[config.mk]
export PLATFORM = sky130hd
export DESIGN_NAME = fifo_queue_with_search
export DESIGN_NICKNAME = d
export VERILOG_FILES = /design/src/design/fqs_pkg.sv /design/src/design/fifo_queue_with_search.sv
export SDC_FILE = /design/constraint.sdc
export NUM_CORES = 1
export LEC_CHECK = 0
export BUFFER_PORTS_ARGS = -buffer_cell sky130_fd_sc_hd__buf_2
export CAP_MARGIN = 10
export CORE_MARGIN = 2
export CORE_UTILIZATION = 40
export CTS_CLUSTER_SIZE = 40
export DETAILED_ROUTE_END_ITERATION = 8
export PLACE_DENSITY_LB_ADDON = 0.05
export SLEW_MARGIN = 15
export SYNTH_ARGS = -nofsm -noshare
export SYNTH_HDL_FRONTEND = slang
export SYNTH_SLANG_ARGS = --single-unit
[constraint.sdc]
create_clock -name clk -period 15.4 [get_ports clk]
set_input_delay 0 -clock clk [delete_from_list [all_inputs] [get_ports clk]]
set_output_delay 0 -clock clk [all_outputs]
set_load 0.01 [all_outputs]
[src/design/fqs_pkg.sv]
// shared codes and defaults for the fifo queue with search
package fqs_pkg;

  localparam int DEPTH_DEFAULT = 16;

  localparam int OP_W     = 3;
  localparam int STATUS_W = 2;
  localparam int WORD_W   = 32;

  typedef enum logic [OP_W-1:0] {
    OP_ENQ    = 3'd0,
    OP_DEQ    = 3'd1,
    OP_PEEK   = 3'd2,
    OP_FIND   = 3'd3,
    OP_COUNT  = 3'd4,
    OP_REMOVE = 3'd5,
    OP_CLEAR  = 3'd6
  } op_t;

  typedef enum logic [STATUS_W-1:0] {
    ST_OK    = 2'd0,
    ST_EMPTY = 2'd1,
    ST_FULL  = 2'd2,
    ST_MISS  = 2'd3
  } status_t;

endpackage

[src/design/fifo_queue_with_search.sv]
// fifo queue of signed words with find, count and remove-matches requests
//
// Slave channel: one request per transaction, operation in s_tuser and the
// word or search key in s_tdata. Master channel: exactly one result per
// request, status in m_tuser, head word, match position, match count and
// fill level in m_tdata.
// Requests run one at a time under a small sequencer around a store with one
// read and one write port and one 32-bit comparator; s_tready is high only
// while idle. Enqueue, clear and unused codes go straight to the result
// stage; dequeue and peek first take one registered store read.
// Find, count and remove walk the stored entries head to tail, one entry per
// cycle through the comparator; find stops at the first match.
// The result waits in an output register; while m_tready is low the block
// holds it and finishes the next request up to the result stage.
// Reset empties the queue (head, tail and fill level zero) and drops any
// pending result; the store itself is not cleared.
module fifo_queue_with_search #(
  parameter int DEPTH = fqs_pkg::DEPTH_DEFAULT,
  localparam int AW = $clog2(DEPTH),
  localparam int CW = $clog2(DEPTH + 1),
  localparam int MDW = ((fqs_pkg::WORD_W + 3 * CW + 7) / 8) * 8
) (
  input  logic                          clk,
  input  logic                          rst,
  input  logic                          s_tvalid,
  output logic                          s_tready,
  input  logic [fqs_pkg::WORD_W-1:0]    s_tdata,  // value
  input  logic [fqs_pkg::OP_W-1:0]      s_tuser,  // operation
  output logic                          m_tvalid,
  input  logic                          m_tready,
  output logic [MDW-1:0]                m_tdata,  // word_out, position, matches_res, fill_level
  output logic [fqs_pkg::STATUS_W-1:0]  m_tuser   // status
);

  typedef enum logic [3:0] {
    S_IDLE = 4'b0001,
    S_HEAD = 4'b0010,
    S_SCAN = 4'b0100,
    S_DONE = 4'b1000
  } state_t;

  state_t state;

  logic [fqs_pkg::WORD_W-1:0] mem [DEPTH];
  logic [fqs_pkg::WORD_W-1:0] rdata;
  logic [AW-1:0]              raddr;
  logic                       we;
  logic [AW-1:0]              waddr;
  logic [fqs_pkg::WORD_W-1:0] wdata;

  logic [AW-1:0] head;
  logic [AW-1:0] tail;
  logic [CW-1:0] occ;
  logic [AW-1:0] rd_slot;
  logic [AW-1:0] wr_slot;
  logic [AW-1:0] proc;
  logic [CW-1:0] kept;

  fqs_pkg::op_t               cur_op;
  logic [fqs_pkg::WORD_W-1:0] key;
  logic [fqs_pkg::WORD_W-1:0] res_word;
  fqs_pkg::status_t           res_status;
  logic [CW-1:0]              res_pos;
  logic [CW-1:0]              res_hits;

  logic         s_fire;
  logic         full;
  logic         match;
  logic         last;
  logic         enq_wr;
  logic         scan_wr;
  fqs_pkg::op_t in_op;
  logic [CW:0]  chk_sum;
  logic [CW:0]  chk_tail;

  function automatic logic [AW-1:0] wrap_inc(input logic [AW-1:0] x);
    logic [AW-1:0] r;
    r = (x == AW'(DEPTH - 1)) ? '0 : x + AW'(1);
    return r;
  endfunction

  assign s_tready = (state == S_IDLE);
  assign s_fire   = s_tvalid && s_tready;
  assign in_op    = fqs_pkg::op_t'(s_tuser);
  assign full     = (occ == CW'(DEPTH));
  assign match    = (rdata == key);
  assign last     = ((CW'(proc) + CW'(1)) == occ);
  assign raddr    = (state == S_SCAN) ? rd_slot : head;

  assign enq_wr  = s_fire && (in_op == fqs_pkg::OP_ENQ) && !full;
  assign scan_wr = (state == S_SCAN) && (cur_op == fqs_pkg::OP_REMOVE) && !match;
  assign we      = enq_wr || scan_wr;
  assign waddr   = scan_wr ? wr_slot : tail;
  assign wdata   = scan_wr ? rdata : s_tdata;

  always_ff @(posedge clk) begin
    if (we) begin
      mem[waddr] <= wdata;
    end
    rdata <= mem[raddr];
  end

  always_ff @(posedge clk) begin
    if (rst) begin
      state    <= S_IDLE;
      head     <= '0;
      tail     <= '0;
      occ      <= '0;
      m_tvalid <= 1'b0;
    end else begin
      if (m_tvalid && m_tready && state != S_DONE) begin
        m_tvalid <= 1'b0;
      end
      unique case (state)
        S_IDLE: begin
          if (s_fire) begin
            cur_op     <= in_op;
            key        <= s_tdata;
            res_word   <= '0;
            res_pos    <= '0;
            res_hits   <= '0;
            rd_slot    <= wrap_inc(head);
            wr_slot    <= head;
            proc       <= '0;
            kept       <= '0;
            unique case (in_op)
              fqs_pkg::OP_ENQ: begin
                state <= S_DONE;
                if (full) begin
                  res_status <= fqs_pkg::ST_FULL;
                end else begin
                  res_status <= fqs_pkg::ST_OK;
                  tail       <= wrap_inc(tail);
                  occ        <= occ + CW'(1);
                end
              end
              fqs_pkg::OP_DEQ, fqs_pkg::OP_PEEK: begin
                res_status <= fqs_pkg::ST_OK;
                state      <= S_HEAD;
              end
              fqs_pkg::OP_FIND: begin
                if (occ == '0) begin
                  res_status <= fqs_pkg::ST_MISS;
                  state      <= S_DONE;
                end else begin
                  res_status <= fqs_pkg::ST_OK;
                  state      <= S_SCAN;
                end
              end
              fqs_pkg::OP_COUNT, fqs_pkg::OP_REMOVE: begin
                res_status <= fqs_pkg::ST_OK;
                state      <= (occ != '0) ? S_SCAN : S_DONE;
              end
              fqs_pkg::OP_CLEAR: begin
                res_status <= fqs_pkg::ST_OK;
                state      <= S_DONE;
                head       <= '0;
                tail       <= '0;
                occ        <= '0;
              end
              default: begin
                res_status <= fqs_pkg::ST_OK;
                state      <= S_DONE;
              end
            endcase
          end
        end
        S_HEAD: begin
          if (occ == '0) begin
            res_status <= fqs_pkg::ST_EMPTY;
          end else begin
            res_word <= rdata;
            if (cur_op == fqs_pkg::OP_DEQ) begin
              head <= wrap_inc(head);
              occ  <= occ - CW'(1);
            end
          end
          state <= S_DONE;
        end
        S_SCAN: begin
          rd_slot <= wrap_inc(rd_slot);
          proc    <= proc + AW'(1);
          unique case (cur_op)
            fqs_pkg::OP_FIND: begin
              if (match) begin
                res_pos <= CW'(proc) + CW'(1);
                state   <= S_DONE;
              end else if (last) begin
                res_status <= fqs_pkg::ST_MISS;
                state      <= S_DONE;
              end
            end
            fqs_pkg::OP_COUNT: begin
              if (match) begin
                res_hits <= res_hits + CW'(1);
              end
              if (last) begin
                state <= S_DONE;
              end
            end
            default: begin
              if (match) begin
                res_hits <= res_hits + CW'(1);
              end else begin
                wr_slot <= wrap_inc(wr_slot);
                kept    <= kept + CW'(1);
              end
              if (last) begin
                occ   <= match ? kept : kept + CW'(1);
                tail  <= match ? wr_slot : wrap_inc(wr_slot);
                state <= S_DONE;
              end
            end
          endcase
        end
        S_DONE: begin
          if (!m_tvalid || m_tready) begin
            m_tvalid <= 1'b1;
            m_tdata  <= MDW'({occ, res_hits, res_pos, res_word});
            m_tuser  <= res_status;
            state    <= S_IDLE;
          end
        end
        default: begin
          state <= S_IDLE;
        end
      endcase
    end
  end

  // ring bookkeeping check
  assign chk_sum  = (CW + 1)'(head) + (CW + 1)'(occ);
  assign chk_tail = (CW + 1)'(tail);

  a_occ_bound: assert property (@(posedge clk) disable iff (rst)
    occ <= CW'(DEPTH))
    else $error("fill level above depth");

  a_ring: assert property (@(posedge clk) disable iff (rst)
    (chk_sum == chk_tail) || (chk_sum == chk_tail + (CW + 1)'(DEPTH)))
    else $error("tail does not follow head plus fill level");

  a_scan_range: assert property (@(posedge clk) disable iff (rst)
    (state == S_SCAN) |-> (CW'(proc) < occ))
    else $error("walk past the stored entries");

  a_one_at_a_time: assert property (@(posedge clk) disable iff (rst)
    s_fire |=> !s_tready)
    else $error("request taken while another is in progress");

  a_result_load: assert property (@(posedge clk) disable iff (rst)
    (state == S_DONE && (!m_tvalid || m_tready)) |=> m_tvalid && s_tready)
    else $error("finished result not presented");

endmodule

# Yosys cells after proc, flatten, opt, wreduce, memory -nomap -nowiden
# Memory sizes are Yosys's and may differ from the RTL's. A register that Yosys moved wholly into a read port is not among the register bits.
# Cells that the tools add are included.
# classes
mux	70
reduce_logical	33
bitwise_logic	1
add_sub_neg	10
eq_ne	36
# op_table
op	n
$mux 4	26
$mux 32	3
$mux 5	13
$pmux 32 s2	1
$pmux 4 s2	6
$pmux 5 s2	4
$eq 32x32->1	1
$add 4x1->4 const B	5
$eq 4x4->1 const B	5
$ne 2x2->1 const B	9
$pmux 4 s4	1
$add 5x1->5 const B	3
$eq 3x3->1 const B	5
$pmux 5 s3	1
$reduce_and 5->1	3
$mux 2	7
$pmux 4 s3	1
$eq 3x2->1 const B	3
$reduce_and 3->1	3
$reduce_and 4->1	2
$reduce_and 8->1	1
$logic_and 1x1->1	7
$reduce_and 7->1	1
$eq 3x1->1 const B	2
25 further kinds	37
# word_totals
register_bits	163
mem_count	1
ramBits	512
output_inout_bits	52
inputBits	39
# memory_table
name	depth	width	read_ports	rd_ports_with_merged_regs	wr	line_no	text
mem	16	32	1	1	1	fifo_queue_with_search.sv:44	logic [fqs_pkg::WORD_W-1:0] mem [DEPTH];

# Logic depth before layout (Yosys ltp)
# depth
word_depth	7
mapped_depth	9

# Worst setup path before layout
# Ideal clock, no wire load.
# synth_path
kind	flip-flop to flip-flop
startpoint	register occ[0]
endpoint	memory mem[0][0] (netlist bit) (enable)
t_arrival_ns	4.959
t_required_ns	14.889
setup_time_ns	0.511
synth_period_minus_slack_ns	5.470
path_stages_with_launch	9
path_slack_ns	9.930
path_cell_list	dfxtp_1 clkbuf_1 inv_1 ha_1 nand4bb_1 nand4_1 nor3_1 a21oi_1 o41ai_1
# synth_via
elab_chain_len	6
# synth_rtl
item	line_no	text
start, declared	fifo_queue_with_search.sv:53	logic [CW-1:0] occ;
start signal, assigned	fifo_queue_with_search.sv:134	occ <= occ + CW'(1);
start signal, assigned	fifo_queue_with_search.sv:175	occ <= occ - CW'(1);
start signal, assigned	fifo_queue_with_search.sv:209	occ <= match ? kept : kept + CW'(1);
$eq 5x5->1	fifo_queue_with_search.sv:85	assign full = (occ == CW'(DEPTH));
$logic_not 1->1	fifo_queue_with_search.sv:90	assign enq_wr = s_fire && (in_op == fqs_pkg::OP_ENQ) && !full;
$logic_and 1x1->1	fifo_queue_with_search.sv:90	
$logic_or 1x1->1	fifo_queue_with_search.sv:92	assign we = enq_wr || scan_wr;
$mux 1	fifo_queue_with_search.sv:97	if (we) begin
$mux 1 (implied by the code)	fifo_queue_with_search.sv:98	mem[waddr] <= wdata;
end, declared	fifo_queue_with_search.sv:44	
# No other way between the ends.

# Worst setup path in the final report
# layout_path
startpoint	register key[2] (netlist bit)
endpoint	memory mem[14][28] (netlist bit) (data pin)
# layout_via
elab_chain_len	4
# layout_rtl
item	line_no	text
start, declared	fifo_queue_with_search.sv:60	logic [fqs_pkg::WORD_W-1:0] key;
start signal, assigned	fifo_queue_with_search.sv:118	key <= s_tdata;
$eq 32x32->1	fifo_queue_with_search.sv:86	assign match = (rdata == key);
$logic_not 1->1	fifo_queue_with_search.sv:91	assign scan_wr = (state == S_SCAN) && (cur_op == fqs_pkg::OP_REMOVE) && !match;
$logic_and 1x1->1	fifo_queue_with_search.sv:91	
$mux 32	fifo_queue_with_search.sv:94	assign wdata = scan_wr ? rdata : s_tdata;
via wdata, one bit	fifo_queue_with_search.sv:49	logic [fqs_pkg::WORD_W-1:0] wdata;
# The timed path passes the listed nets, and every way through them passes these cells.

==> impl_results.md <==
- Outcome: finished, final reports clean
- Cts repair resizes: 0
- Hold depth: 2
- Required time of the critical path: 15.71 ns
- Final Skew: between 0.02 and 0.025 ns
- First-pass GRT wire length: between 100000 and 150000 um
- Antenna viol nets, final: 0
- Starting Density: 0.4054
- Vias per inst: 5.424
- MaxCap Viol Count: 0
- Crit path DAT: 4.74 ns
- Share of cells above drive strength 1: 0.2540
- Clock root buffer: clkbuf_16
- Area growth from synthesis to layout: 16.41%
- Crit path capture type: flop
- Placer Congestion: 0.7578
- Sequential power share: 0.524
- Hold Crit Start: s_tdata[24]
- Fmax: 0.2261 GHz
- Leakage: 0.01077 uW
- R2R Setup Slk: 10.98 ns
- RSZ-0062 raised after global routing: no
- Reg2reg end: mem[14][28]
- Post-Syn Nets: ~1600
- # H-tree levels: 3
- 1st-iter DRT viols: 1144
- Startpoint Class: flop
- Avg Synthesized Cell Area: between 15 and 20 um2
- Worst min path class: in -> reg
- Vias: 14490
- Clock Power Share: 0.431
- 1st-pass router iterations: 5
- Dpl hpwl: approximately 39000 um
- # DRC: 0
- Core ar.: 68830 um2
- Initial antenna violation count: 1
- # clock sinks: 707
- Final wirelength: 71210 um
- Period minus WS final: between 4 and 5 ns
- I/O Pins: a little over 90
- Combinational share of power: 0.045
- GRT overflow: 0
- Die area: 71880 um2
- Cell variety after synth: 77
- WHS Endpoint: key[24]
- Clock tree buffer depth: 3
- Crit path largest cell delay: 0.92 ns
- Clock transition at the registers of the reported paths: 0.06 ns
- Worst-margin pin slew: 1.112 ns
- Synth async-reset ratio: 0
- FF+latch count, synth: 707
- Slew Viols, Final: 0
- EDFF count, synth: 657
- Crit path max fanout: 25
- Relative slew slack: 0.2587
- Tot GR Track Use: 0.2035
- Drt wl/cell: about 27 um
- Fin Setup TNS: 0 ns
- Cells along the critical path: xor2_1 -> nor4_1 -> nand4_1 -> o21ai_4 -> buf_4 -> mux2_2
- Reg2Reg Depth: 6
- Final setup vio count: 0
- Largest net degree at the start of global routing: 87
- Die height: 268.1 um
- PwrDens: 127.6 nW/um2
- Pint: 3245 uW
- TritonCTS Buffers: 79
- Rows: 96
- Final period utilization: 0.2872
- Hold Vio Cnt, Final: 0
- Final nets: 1726
- Diodes inserted: 0
- P_sw: 899.6 uW
- Synth warn: 0
- Worst VDD drop: 0.08146 mV
- Post-Syn Area: around 28000 um2
- Commonest non-fill, non-tap cell in the layout: edfxtp_1
- Die W: between 200 and 300 um
- Critical path type: reg -> reg
- Most frequent cells in the layout: 657 x edfxtp_1, 128 x mux4_2, 122 x nand2_1
- CTS tree: done
- Vias in the first global route: 15280
- Post-Syn Instances: 1516
- Final instance area: 32480 um2
- Placed instance area: slightly below 30000 um2
- Seq/Total Area, Yosys: 0.7430
- Predominant post-synthesis flop cell: edfxtp_1
- Slowest cell on crit path: nor4_1
- Worst r2r src: key[2]
- Clock insertion delay at the later pin of the skew report: 0.62 ns
- Port Buffers: 89
- Switching part of the total: 0.2171
-- kinds of logic after synthesis --
logic type	share of synthesized area
simple gates	0.05651
compound gates	0.04641
xor+xnor	0.01525
fa+ha+maj	0.004036
other cells	0.0001344
flops	0.7430
buf+inv	0.01592
mux	0.1187
-- synth_stat cells (all sizes together), types with 3 or more instances --
cell type	count	area share
edfxtp	657	0.71
mux4	128	0.10
nand2	123	0.017
and2	69	0.015
dfxtp	50	0.036
clkbuf	47	0.0064
a31oi	36	0.0081
xor2	36	0.011
buf	35	0.0074
nor2	34	0.0046
a211oi	33	0.012
mux2	32	0.013
a21oi	30	0.0054
o21ai	24	0.0043
nand3	18	0.0032
inv	16	0.0022
nor3	12	0.0022
nor4	10	0.0022
xnor2	10	0.0031
ha	9	0.0040
nand2b	8	0.0018
mux2i	7	0.0025
o41ai	6	0.0019
a21o	5	0.0013
a221oi	4	0.0013
and3	4	0.00090
nand3b	4	0.0011
nand4	4	0.00090
nor2b	4	0.00090
nor4b	4	0.0020
a311oi	3	0.00094
o31ai	3	0.00099
or3	3	0.00067
-- sequential cells by signal, indices dropped and copies added (netlist names) --
name,count
res_hits,5
m_tdata,47
rd_slot,4
res_pos,5
head,4
res_status,2
m_tuser,2
res_word,32
mem,512
cur_op,3
tail,4
rdata,32
proc,4
occ,5
state,4
m_tvalid,1
key,32
kept,5
wr_slot,4
-- how the worst max path moves through the flow --
stage	start	endpoint	slack [ns]
3_5_place_dp	key[2]	mem[10][28]	11.07
6_report	key[2]	mem[14][28]	10.98
3_3_place_gp	key[2]	mem[10][28]	11.10
4_1_cts	key[2]	mem[14][28]	11.07
5_1_grt	state[2]	rdata[9]	10.77
2_1_floorplan	occ[0]	mem[0][0]	9.93
-- critical path, delay by kind of cell, from the launching register on --
kind	cells	cell delay [ns]
XOR/XNOR	1	0.24
flip-flops	1	0.37
multiplexers	1	0.54
AND/OR/NAND/NOR	2	1.51
buffers and inverters	1	0.61
AO/OA/AOI/OAI	1	0.82
-- routing by layer --
layer	routed length [um]	vias up	global-route usage
met5	0	-	0
met3	3083	107	0.03693
met4	1984	0	0.06477
li1	-	6397	-
met2	34430	317	0.3328
met1	31710	7667	0.2773
-- metrics by stage --
step                      setup WS (ns)  hold slack (ns)  utilization  total power, uW  instances
after floorplan                   9.930          0.09887            -             2314       1516
final                             10.98          0.09860       0.4719             4144       2671
after detailed placement          11.07           0.1960       0.4307             2394       2489
after global placement            11.10           0.1927       0.4307             2392       2489
after CTS                         11.07          0.06815       0.4719             4196       2671
after global routing              10.77          0.08721       0.4719             4286       2671
-- timing repair --
action / CTS / global route
hold endpoints to repair: 475 / 0
setup buffers: 0 / 0
hold buffers: 39 / 0
-- power groups by stage --
| stage | combinational (uW) | clock, uW | sequential, uW |
|---|---|---|---|
| 3_3_place_gp | 179 | 0 | 2210 |
| 5_1_grt | 204 | 1900 | 2180 |
| 3_5_place_dp | 181 | 0 | 2210 |
| 2_1_floorplan | 117 | 0 | 2200 |
| 4_1_cts | 189 | 1830 | 2170 |
| 6_report | 186 | 1780 | 2170 |
-- final cells by class --
cell class / count / area [um2]
multi-input cells: 711 / 6967
repair buffers: 163 / 1111
clock inverters: 33 / 230.2
inverters: 16 / 60.06
flip-flops and latches: 707 / 20730
clock buffers: 110 / 2217
well taps: 931 / 1165
fillers: 5851 / 36350
Power figures use the tool's default switching activity.
